===== config.mk =====
export PLATFORM = sky130hd
export DESIGN_NAME = pdt_cell
export DESIGN_NICKNAME = d
export VERILOG_FILES = /design/src/hw/rtl/pdt_pkg.sv /design/src/hw/rtl/pdt_cell.sv
export SDC_FILE = /design/constraint.sdc
export NUM_CORES = 1
export LEC_CHECK = 0
export BUFFER_PORTS_ARGS = -buffer_cell sky130_fd_sc_hd__buf_2
export CAP_MARGIN = 25
export CORE_MARGIN = 5
export CORE_UTILIZATION = 35
export DETAILED_ROUTE_END_ITERATION = 8
export GPL_TIMING_DRIVEN = 0
export HOLD_SLACK_MARGIN = 0.06
export PLACE_DENSITY_LB_ADDON = 0.2
export SYNTH_ARGS = -nofsm -noshare
export SYNTH_HDL_FRONTEND = slang
export SYNTH_SLANG_ARGS = --single-unit

===== constraint.sdc =====
create_clock -name clk -period 11.6 [get_ports clk]
set_input_delay 0 -clock clk [delete_from_list [all_inputs] [get_ports clk]]
set_output_delay 0 -clock clk [all_outputs]
set_load 0.02 [all_outputs]

===== src/hw/rtl/pdt_pkg.sv =====
package pdt_pkg;

	localparam int TABLE_DEPTH = 256;
	localparam int PIXEL_BITS  = 8;
	localparam int COUNT_BITS  = 16;
	localparam int WIN_SIDE    = 3;
	localparam int WIN_CELLS   = WIN_SIDE * WIN_SIDE;
	localparam int WIN_W       = WIN_CELLS * PIXEL_BITS;

	localparam int FIELD_PIX_W = 8;
	localparam int IN_DATA_W   = WIN_CELLS * FIELD_PIX_W;

	localparam int IDX_W       = $clog2(TABLE_DEPTH);
	localparam int USED_W      = $clog2(TABLE_DEPTH + 1);
	localparam int CAP_W       = 9;
	localparam int CMP_W       = (USED_W > CAP_W) ? USED_W : CAP_W;
	localparam int CAP_RESET   = 256;

	localparam int OUT_IDX_W   = 8;
	localparam int OUT_FREQ_W  = 16;
	localparam int OUT_DATA_W  = OUT_IDX_W + OUT_FREQ_W;
	localparam int OUT_USER_W  = 2;

	typedef struct packed {
		logic                  active;
		logic                  hit;
		logic                  is_new;
		logic [IDX_W-1:0]      idx;
		logic [COUNT_BITS-1:0] freq;
	} tok_t;

endpackage


===== src/hw/rtl/pdt_cell.sv =====
module pdt_cell (
	input  logic                      clk,
	input  logic                      arst_n,
	input  logic [pdt_pkg::IDX_W-1:0]  cell_idx,
	input  logic [pdt_pkg::WIN_W-1:0]  win,
	input  logic [pdt_pkg::USED_W-1:0] used,
	input  logic                      room,
	input  pdt_pkg::tok_t             tok_in,
	output pdt_pkg::tok_t             tok_out
);
	import pdt_pkg::*;

	logic [WIN_W-1:0]      pat_q;
	logic [COUNT_BITS-1:0] cnt_q;
	tok_t                  tok_q;

	logic                  filled;
	logic                  at_end;
	logic                  match;
	logic                  append;
	logic [COUNT_BITS-1:0] cnt_inc;
	tok_t                  tok_d;

	assign filled  = USED_W'(cell_idx) < used;
	assign at_end  = USED_W'(cell_idx) == used;
	assign match   = tok_in.active && !tok_in.hit && filled && (pat_q == win);
	assign append  = tok_in.active && !tok_in.hit && at_end && room;
	assign cnt_inc = (cnt_q == '1) ? cnt_q : cnt_q + COUNT_BITS'(1);

	always_comb begin
		tok_d = tok_in;
		if (match) begin
			tok_d.hit  = 1'b1;
			tok_d.idx  = cell_idx;
			tok_d.freq = cnt_inc;
		end else if (append) begin
			tok_d.hit    = 1'b1;
			tok_d.is_new = 1'b1;
			tok_d.idx    = cell_idx;
			tok_d.freq   = COUNT_BITS'(1);
		end
	end

	always_ff @(posedge clk or negedge arst_n) begin
		if (!arst_n) begin
			tok_q <= '0;
		end else begin
			tok_q <= tok_d;
		end
	end

	always_ff @(posedge clk) begin
		if (match) begin
			cnt_q <= cnt_inc;
		end else if (append) begin
			pat_q <= win;
			cnt_q <= COUNT_BITS'(1);
		end
	end

	assign tok_out = tok_q;

endmodule


### Word level (Yosys, flattened, before mapping)

Cells that the tools add are included.

* bits in registers: 115
* latch bits: 0
* memory bits (writable): 0
* bits in read-only memories: 0
* output and inout bits: 27
* memories kept: 0

* add/subtract/negate cells: 1
* multipliers: 0
* div/mod/pow operators: 0
* magnitude comparators: 1
* eq/ne operators: 3
* shifts and indexed selects: 0
* mux-type cells: 7
* bitwise gates (word level): 1
* reduce and logical (&&, ||, !) cells: 8

Operator list (number)
* $eq A72 B72 Y1: 1
* $mux W16: 3
* $mux W26: 1
* $mux W24: 1
* $add A16 B1 Y16 const B: 1
* $eq A16 B16 Y1 const B: 1
* $eq A8 B9 Y1: 1
* $lt A8 B9 Y1: 1
* $logic_and A1 B1 Y1: 5
* $mux W1: 2
* $reduce_and A2 Y1: 1
* $reduce_bool A2 Y1: 1
* $logic_not A1 Y1: 1
* $not A1 Y1: 1

### Depth between registers and ports, before layout

Gate-level depths: netlist of the first run.

* depth after elaboration: 6
* mapped depth: 9
* gate-level depth less buffers: 8

### Worst setup path after synthesis of the first run

No wires, ideal clock.

* kind: in2reg
* start point: in used[7] (netlist bit)
* end point: reg tok_q (netlist bit tok_out[24])
* library setup time: 86 ps
* arrival time: 5073 ps
* required time: 11514 ps
* path slack: 6441 ps
* stages on the path: 8
* path through: inv_1 > ha_1 > and4b_1 > nand3_1 > or3_1 > clkbuf_1 > a21oi_1 > or2_2

RTL lines
* start: declaration: line pdt_cell.sv:6 `input logic [pdt_pkg::USED_W-1:0] used,`
* end signal: assignment: line pdt_cell.sv:48 `tok_q <= tok_d;`
* end: declaration: line pdt_cell.sv:15 `tok_t tok_q;`

==> impl_metrics.ini, run 1 <==
[timing]
period_minus_slack_ps = 3100
slew-limit-headroom_pct = 55.7
achievable-frequency_mhz = 323
hold_viol_final = 0
setup_viol = 0
timing_worst_slew_pin_value_ps = 665
timing.clock.skew_ps = 9.47
min_period_over_period_pct = 26.7
layout_setup_ws_ps = 8500
unrepaired_setup_endpoints_after_global_routing = no
report.final.slew_viol_count = 0
sum_of_negative_setup_slack_ps = 0

[cells_and_area]
areaGrowthSynthToFinish_pct = 50.8
design.final.nets = 783
fill_cells = 1265
final-instance-count-excl-fill = 856
sequential_cell_area_um2 = 3320
share_of_layout_cells_above_drive_strength_1_pct = 29.8
multi_input_comb_area_um2 = 1910
insertedDiodeCount = 0

[cts]
cts_resized = 0
postCtsSetupRepairBufs = 0
worst_skew_late_latency_ps = 410
cts-root-buf = sky130_fd_sc_hd__clkbuf_16
numCtsBuffers = 17
worst_setup_hold_path_clk_slew_ps = 50
clock_tree_from_tritoncts = yes
cts.path.max_buffers = 2
clkSinkCount = 115
ctsHoldBuffers = 108
h_tree_depth_reported_by_cts = 4

[power]
switchingPower_mw = 0.217
seqPwrFrac_pct = 43.3
combinationalPowerShare_pct = 9.2
ir_drop_mv = 0.116
p_sw_share_pct = 21.0
clockPowerShare_pct = 47.5
p_per_area_nw_per_um2 = 130
p_int_mw = 0.821
leakage_nw = 3.26

[status]
status = completed

[floorplanning]
initial_utilization_pct = 35.3
placeableCoreArea_um2 = 15000
die-height_um = 133
die_w_um = 133
pin_count = 146
rows = 45
design.die.area_um2 = 17700

[place]
placement.io_buffers = 145
place_ws_ps = 8570
detailed_place_hpwl_mm = 9.35
number_of_instances_in_the_placed_design = 716
place.gp.congestion = 0.809

[worst_setup_path]
setup_crit_end_kind = register
cpLargestDelayFamily = simple AND/OR/NAND/NOR gates
cp_data_arrival_time_ps = 3380
slowest_stage = sky130_fd_sc_hd__nor4b_2
crit_path_start_kind = register
crit_chain = xor2_1 > nor4_1 > nand4_1 > nor4b_2 > a21boi_2 > buf_6 > mux2_4 > dlygate4sd3_1
critPathKind = register to register
worst_path_largest_cell_delay_ps = 650
crit_path_max_fanout = 10
req_time_crit_path_ps = 11880
cp_num_buf_inv = 2

[routing]
wl_met3_um = 738
initialDrtViolationCount = 166
wl_met1_mm = 5.83
wl_per_cell_um = 15.5
drc = 0
routed_wl_mm = 13.3
drt_first_pass_iters = 4
vias = 3954
antenna_left = 0
drt-vias-per-instance = 4.62
dr.max_layer_used = met4
met2WireLength_mm = 6.57

[synthesis]
synth.cell_area_um2 = 5300
synth_sequential_area_ratio_pct = 62.6
post_synth.cell_area_avg_um2 = 14.0
synth-async-reset-ratio_pct = 23.5
synth_flop_cell = sky130_fd_sc_hd__edfxtp_1
synth_fp_nets = 508
synth-seq-cells = 115
synth.distinct_cells = 44
synth_edf_count = 88
synth_warn = 0
post_synth_inst_count = 380

[run]
max_cap_violations = 0

[global_routing]
via_count_of_the_first_global_routing_pass = 4308
global_route_wire_length_before_repair_mm = 21.3
grt_antenna_before_repair = 0
pin_count_of_the_biggest_net_entering_global_routing = 28
aggregate_global_route_resource_usage_pct = 15.3
overflow = 0

[hold_path]
timing.hold.worst.class = primary input to async pin
## worst paths after layout
kind	startpoint	endpoint	slack, ps	cells past startpoint
min in group clk	tok_in[26]	tok_out[26]	260	2
setup reg to reg	pat_q[38]	tok_out[17]	8500	8
hold / removal	arst_n	tok_out[11]	170	2
setup / recovery	pat_q[38]	tok_out[17]	8500	8
hold reg to reg	cnt_q[9]	tok_out[9]	630	2
max in group asynchronous	arst_n	tok_out[16]	11000	2
## cell type report
type | count | share of cell area (%)
tap | 188 | 2.94
clock buffer | 23 | 6.12
multi-input combinational | 248 | 23.9
buffer | 6 | 0.501
inverter | 11 | 0.516
sequential | 115 | 41.5
clock inverter | 9 | 0.970
timing repair buffer | 256 | 23.5
## power by group through the flow
stage	logic, mW	registers [mW]	clock network [mW]
after detailed placement	0.0670	0.458	0
after CTS	0.0953	0.449	0.507
after floorplan	0.0221	0.464	0
final	0.0954	0.450	0.493
after global routing	0.105	0.450	0.532
after global placement	0.0657	0.458	0
## per-stage QoR
step	util (%)	hold slack (ps)	cell area [um2]	total power [mW]
after detailed placement	42.2	71.5	6350	0.524
after global routing	53.2	227	8000	1.09
final	53.2	168	8000	1.04
after CTS	53.2	174	8000	1.05
after global placement	41.7	67.5	6260	0.523
after floorplan	-	-296	5300	0.486
## placed cells by master, fill, tap and decap left out, drive strengths merged, types with 2 or more instances in the layout
cell,n
buf,152
dlygate4sd3,108
edfxtp,88
xor2,45
xnor2,37
dfrtp,27
clkbuf,25
nor2,21
nand2,21
nand4,20
mux2i,17
nor4,14
inv,12
ha,9
mux2,8
nand3,7
nor3,7
clkinv,6
a21oi,5
nand2b,4
or3,4
nor2b,3
o21ai,3
and3,3
and4b,2
and4,2
nor3b,2
nor4b,2
## routing by layer
layer  GRT usage [%]  up-vias
met5               0        -
met4            4.56        0
met3            4.71        8
met2            26.1      112
met1            18.5     1889
li1                -     1945
## cell families (layout without fill, tap and decap cells)
| group | count (synthesis) | in the layout | share of synthesized area, % |
|---|---|---|---|
| fa+ha+maj | 9 | 9 | 2.12 |
| mux | 25 | 25 | 5.40 |
| simple gates | 120 | 120 | 13.4 |
| compound gates | 12 | 12 | 1.42 |
| xor+xnor | 82 | 82 | 13.5 |
| flops | 115 | 115 | 62.6 |
| buf+inv | 17 | 305 | 1.53 |
## cell usage after synthesis, types with 3 or more instances
| cell type | instances | area (um2) |
|---|---|---|
| sky130_fd_sc_hd__edfxtp_1 | 88 | 2640 |
| sky130_fd_sc_hd__xor2_1 | 45 | 394 |
| sky130_fd_sc_hd__xnor2_1 | 37 | 324 |
| sky130_fd_sc_hd__dfrtp_1 | 27 | 676 |
| sky130_fd_sc_hd__nand2_1 | 21 | 78.8 |
| sky130_fd_sc_hd__nor2_1 | 21 | 78.8 |
| sky130_fd_sc_hd__nand4_1 | 19 | 119 |
| sky130_fd_sc_hd__mux2i_1 | 17 | 170 |
| sky130_fd_sc_hd__nor4_1 | 14 | 87.6 |
| sky130_fd_sc_hd__inv_1 | 11 | 41.3 |
| sky130_fd_sc_hd__ha_1 | 9 | 113 |
| sky130_fd_sc_hd__mux2_4 | 7 | 105 |
| sky130_fd_sc_hd__nand3_1 | 7 | 35.0 |
| sky130_fd_sc_hd__a21oi_1 | 5 | 25.0 |
| sky130_fd_sc_hd__nor3_1 | 5 | 25.0 |
| sky130_fd_sc_hd__nand2b_1 | 4 | 25.0 |
| sky130_fd_sc_hd__and3_1 | 3 | 18.8 |
| sky130_fd_sc_hd__nor2b_1 | 3 | 18.8 |
| sky130_fd_sc_hd__o21ai_0 | 3 | 15.0 |
| sky130_fd_sc_hd__or3_1 | 3 | 18.8 |
## flip-flops by register name, indices dropped and copies added, names as in the netlist
name     flops
pat_q       72
cnt_q       16
tok_out     27
No activity file was read; power rests on OpenSTA's default activity.
==> inputs of run 2 (changes only) <==
==> constraint.sdc (replaced) <==
create_clock -name clk -period 2.5 [get_ports clk]
set_input_delay 0 -clock clk [delete_from_list [all_inputs] [get_ports clk]]
set_output_delay 0 -clock clk [all_outputs]
set_load 0.02 [all_outputs]
==> impl_metrics.ini, run 2 (synthesis results as in run 1) <==
[global_routing]
grt_antenna_before_repair = 0
via_count_of_the_first_global_routing_pass = 4303
global_route_wire_length_before_repair_mm = 21.8
pin_count_of_the_biggest_net_entering_global_routing = 28
overflow = 0
aggregate_global_route_resource_usage_pct = 15.9

[place]
place_ws_ps = -531
detailed_place_hpwl_mm = 9.30
place.gp.congestion = 0.793
placement.io_buffers = 145
number_of_instances_in_the_placed_design = 715

[timing]
timing_worst_slew_pin_value_ps = 638
min_period_over_period_pct = 94.7
slew-limit-headroom_pct = 57.5
achievable-frequency_mhz = 423
unrepaired_setup_endpoints_after_global_routing = yes
setup_viol = 0
sum_of_negative_setup_slack_ps = 0
timing.clock.skew_ps = 9.99
report.final.slew_viol_count = 0
layout_setup_ws_ps = 133
hold_viol_final = 0
period_minus_slack_ps = 2370

[power]
switchingPower_mw = 1.06
ir_drop_mv = 0.428
leakage_nw = 3.29
clockPowerShare_pct = 46.6
combinationalPowerShare_pct = 9.5
p_int_mw = 3.69
p_per_area_nw_per_um2 = 581
p_sw_share_pct = 22.4
seqPwrFrac_pct = 43.9
fin_total_pwr_mw = 4.75

[worst_setup_path]
cp_data_arrival_time_ps = 2480
req_time_crit_path_ps = 2620
setup.worst_path.start = pat_q[23]
critPathKind = register to register
crit_path_max_fanout = 13
cpMostUsedCell = sky130_fd_sc_hd__buf_6
slowest_stage = sky130_fd_sc_hd__edfxtp_1
crit_path_start_kind = register
crit_chain = xor2_1 > nor4_1 > nand4_1 > nor4b_4 > buf_6 > a21boi_2 > buf_6 > clkinvlp_4 > buf_12
setup_crit_end_kind = register
regToRegStartpoint = pat_q[23]
worst_path_largest_cell_delay_ps = 380

[cells_and_area]
insertedDiodeCount = 0
layout.cells.most_common = sky130_fd_sc_hd__buf_2
regMostFlops = pat_q
share_of_layout_cells_above_drive_strength_1_pct = 32.8
design.final.nets = 796
largest_register_ffs = 72
mostFrequentLayoutCells = sky130_fd_sc_hd__buf_2 (147), sky130_fd_sc_hd__dlygate4sd3_1 (108), sky130_fd_sc_hd__edfxtp_1 (88)
areaGrowthSynthToFinish_pct = 54.3
final-instance-count-excl-fill = 867

[routing]
drt-vias-per-instance = 4.63
drt_first_pass_iters = 4
initialDrtViolationCount = 207
wl_per_cell_um = 15.5
drc = 0
routed_wl_mm = 13.4
vias = 4015
antenna_left = 0

[floorplanning]
initial_utilization_pct = 35.3
die_w_um = 133
placeableCoreArea_um2 = 15000
die-height_um = 133
rows = 45
pin_count = 146
design.die.area_um2 = 17700

[cts]
clkSinkCount = 115
worst_setup_hold_path_clk_slew_ps = 50
clock_tree_from_tritoncts = yes
worst_skew_late_latency_ps = 410
numCtsBuffers = 17
h_tree_depth_reported_by_cts = 4
cts-root-buf = sky130_fd_sc_hd__clkbuf_16
cts.path.max_buffers = 2

[hold_path]
timing.hold.worst.class = primary input to async pin

[status]
status = completed

[run]
max_cap_violations = 0
[run 2: worst max-delay path, delay by kind of cell (launching register included)]
family	cells	cell delay [ps]
flops	1	380
xor+xnor	1	160
compound gates	1	80
simple gates	3	850
buf+inv	4	600
[run 2: final timing paths]
kind	depth (start not counted)	slack, ps	endpoint
max	9	130	cnt_q[4]
min reg2reg	2	640	tok_out[4]
min in group clk	2	270	tok_out[26]
min	2	150	tok_out[0]
max in group asynchronous	2	1940	tok_out[4]
max reg2reg	9	130	cnt_q[4]
[run 2: area by class of cell]
cell class              instances  area, um2
plain buffers                   6       50.0
inverters                      11       67.6
repair buffers                268       1980
well taps                     188        235
multi-input cells             249       1990
clock inverters                13        114
fillers                      1265       6850
clock buffers                  17        425
flip-flops and latches        115       3320
[run 2: power by group through the flow]
stage	combinational [mW]	clock (mW)	sequential, mW
final	0.453	2.21	2.08
after CTS	0.454	2.28	2.08
after detailed placement	0.322	0	2.12
after global placement	0.314	0	2.12
after global routing	0.498	2.38	2.09
after floorplan	0.108	0	2.15
[run 2: timing repair]
action / CTS / global route
pin swaps: 4 / 3
setup buffers: 7 / 6
gates resized for setup: 3 / 4
hold buffers: 108 / 0
gates cloned: 1 / 0
setup endpoints to repair: 109 / 47
endpoints found under the hold margin: 126 / 0
[run 2: metal layers]
layer	vias up	routed length, um	track usage [%]
li1	1981	-	-
met1	1876	6010	19.6
met2	134	6330	25.9
met3	24	810	4.98
met4	0	284	6.29
met5	-	0	0
[run 2: per-stage QoR]
step / hold slack (ps) / utilization, % / instance area (um2)
2_1_floorplan: -296 / - / 5380
3_3_place_gp: 54.9 / 42.2 / 6340
3_5_place_dp: 73.4 / 42.5 / 6390
4_1_cts: 165 / 54.0 / 8120
5_1_grt: 200 / 54.4 / 8180
6_report: 148 / 54.4 / 8180
==> inputs of run 3 (changes only) <==
--- a/config.mk
+++ b/config.mk
@@ -13,6 +13,7 @@
 export GPL_TIMING_DRIVEN = 0
 export HOLD_SLACK_MARGIN = 0.06
 export PLACE_DENSITY_LB_ADDON = 0.2
+export SETUP_SLACK_MARGIN = 0.3
 export SYNTH_ARGS = -nofsm -noshare
 export SYNTH_HDL_FRONTEND = slang
 export SYNTH_SLANG_ARGS = --single-unit
==> impl_metrics.ini, run 3 (synthesis results as in run 1) <==
[cells_and_area]
layout.cells.most_common = sky130_fd_sc_hd__buf_2
insertedDiodeCount = 0
finalInstanceArea_um2 = 8800
multi_input_comb_area_um2 = 2120
fill_cells = 1189
areaGrowthSynthToFinish_pct = 66.0
largest_register_ffs = 72
mostFrequentLayoutCells = sky130_fd_sc_hd__buf_2 (145), sky130_fd_sc_hd__dlygate4sd3_1 (108), sky130_fd_sc_hd__edfxtp_1 (88)
regMostFlops = pat_q
share_of_layout_cells_above_drive_strength_1_pct = 37.6
final-instance-count-excl-fill = 890
design.final.nets = 817
sequential_cell_area_um2 = 3320
utilization_pct = 58.6

[power]
combinationalPowerShare_pct = 9.7
leakage_nw = 3.62
p_int_mw = 3.72
switchingPower_mw = 1.12
p_per_area_nw_per_um2 = 549
ir_drop_mv = 0.429
clockPowerShare_pct = 47.2
p_sw_share_pct = 23.2
seqPwrFrac_pct = 43.1

[cts]
cts-root-buf = sky130_fd_sc_hd__clkbuf_16
clock_tree_from_tritoncts = yes
worst_setup_hold_path_clk_slew_ps = 60
worst_skew_late_latency_ps = 420
numCtsBuffers = 17
clkSinkCount = 115
h_tree_depth_reported_by_cts = 4
cts.path.max_buffers = 2

[routing]
drc = 0
vias = 4166
routed_wl_mm = 14.7
drt_first_pass_iters = 4
drt-vias-per-instance = 4.68
antenna_left = 0
wl_per_cell_um = 16.5
initialDrtViolationCount = 183

[worst_setup_path]
critPathKind = register to register
slowest_stage = sky130_fd_sc_hd__or4_4
req_time_crit_path_ps = 2640
ff2ff_path_depth = 9
crit_path_start_kind = register
cpLargestDelayFamily = simple AND/OR/NAND/NOR gates
worst_path_largest_cell_delay_ps = 560
regToRegStartpoint = pat_q[67]
cp_num_buf_inv = 4
setup_crit_end_kind = register
setup.reg_to_reg.worst_slack_ps = 40
crit_path_max_fanout = 10
crit_chain = xnor2_1 > nand4_1 > or4_4 > nor3_4 > buf_12 > a21boi_4 > buf_6 > clkinvlp_4 > buf_12
cp_data_arrival_time_ps = 2600
cpMostUsedCell = sky130_fd_sc_hd__buf_12
timing.rr.end = cnt_q[3]

[floorplanning]
placeableCoreArea_um2 = 15000
die_w_um = 133
initial_utilization_pct = 35.3
pin_count = 146
die-height_um = 133
rows = 45
design.die.area_um2 = 17700

[global_routing]
overflow = 0
pin_count_of_the_biggest_net_entering_global_routing = 28
via_count_of_the_first_global_routing_pass = 4503
aggregate_global_route_resource_usage_pct = 16.9
global_route_wire_length_before_repair_mm = 23.1
grt_antenna_before_repair = 0

[timing]
unrepaired_setup_endpoints_after_global_routing = yes
hold_viol_final = 0
timing.clock.skew_ps = 21.1
setup_viol = 0
timing_worst_slew_pin_value_ps = 626
hold_ws_ps = 124
achievable-frequency_mhz = 407
min_period_over_period_pct = 98.4
slew-limit-headroom_pct = 58.2
layout_setup_ws_ps = 40.4
period_minus_slack_ps = 2460
report.final.slew_viol_count = 0

[place]
placement.io_buffers = 145
postPlaceCellArea_um2 = 6390
place.gp.congestion = 0.807
number_of_instances_in_the_placed_design = 715
place_ws_ps = -471
detailed_place_hpwl_mm = 9.28

[run]
max_cap_violations = 0

[status]
status = completed

[hold_path]
timing.hold.worst.class = primary input to async pin
-- run 3: cell count changes in the layout (fill, tap and decap cells not counted), moves of 6 or more --
cell | previous run | this run
sky130_fd_sc_hd__buf_12 | 3 | 10
sky130_fd_sc_hd__buf_16 | 1 | 7
sky130_fd_sc_hd__buf_6 | 3 | 12
sky130_fd_sc_hd__clkinv_4 | 0 | 6
sky130_fd_sc_hd__xnor2_1 | 37 | 28
sky130_fd_sc_hd__xnor2_2 | 0 | 9
-- run 3: repair_timing --
action                                  CTS  global route
pin swaps                                 8            12
hold buffers                            108             0
setup buffers                            20             6
endpoints found under the setup margin  130           129
gates resized for setup                  35            27
gates cloned                              9             0
hold endpoints to repair                126             0
-- run 3: worst max path at each step --
| stage | cells after the start | end | slack [ps] | startpoint |
|---|---|---|---|---|
| final | 9 | cnt_q[3] | 40 | pat_q[67] |
| after global routing | 9 | cnt_q[1] | -40 | pat_q[67] |
| after CTS | 9 | tok_out[24] | 120 | pat_q[43] |
| after detailed placement | 8 | tok_out[24] | -470 | pat_q[38] |
| after global placement | 8 | pat_q[33] | -1040 | used[6] |
| after floorplan | 7 | pat_q[0] | -100 | used[6] |
-- run 3: power by group through the flow --
stage | registers (mW) | clock network (mW) | logic (mW)
finish | 2.08 | 2.28 | 0.471
global route | 2.09 | 2.45 | 0.514
CTS | 2.08 | 2.36 | 0.458
detailed placement | 2.12 | 0 | 0.320
global placement | 2.12 | 0 | 0.313
floorplan | 2.15 | 0 | 0.108
-- run 3: metal layers --
| layer | share of wire, % | GRT usage (%) | wire [um] |
|---|---|---|---|
| met2 | 50 | 28.3 | 7340 |
| met5 | 0 | 0 | 0 |
| met4 | 1.0 | 5.02 | 152 |
| met3 | 5.2 | 4.79 | 770 |
| met1 | 44 | 21.2 | 6410 |
-- run 3: cell type report --
type,instances,share of cell area (%)
plain buffers,6,0.796
clock buffers,17,4.83
clock inverters,15,1.55
inverters,11,0.767
multi-input cells,248,24.0
flip-flops and latches,115,37.7
well taps,188,2.67
repair buffers,290,27.7
-- run 3: metrics by stage --
| step | power, mW | TNS [ps] |
|---|---|---|
| 6_report | 4.84 | 0 |
| 5_1_grt | 5.04 | -1380 |
| 4_1_cts | 4.90 | 0 |
| 3_5_place_dp | 2.44 | -20350 |
| 3_3_place_gp | 2.44 | -82140 |
| 2_1_floorplan | 2.26 | -7530 |
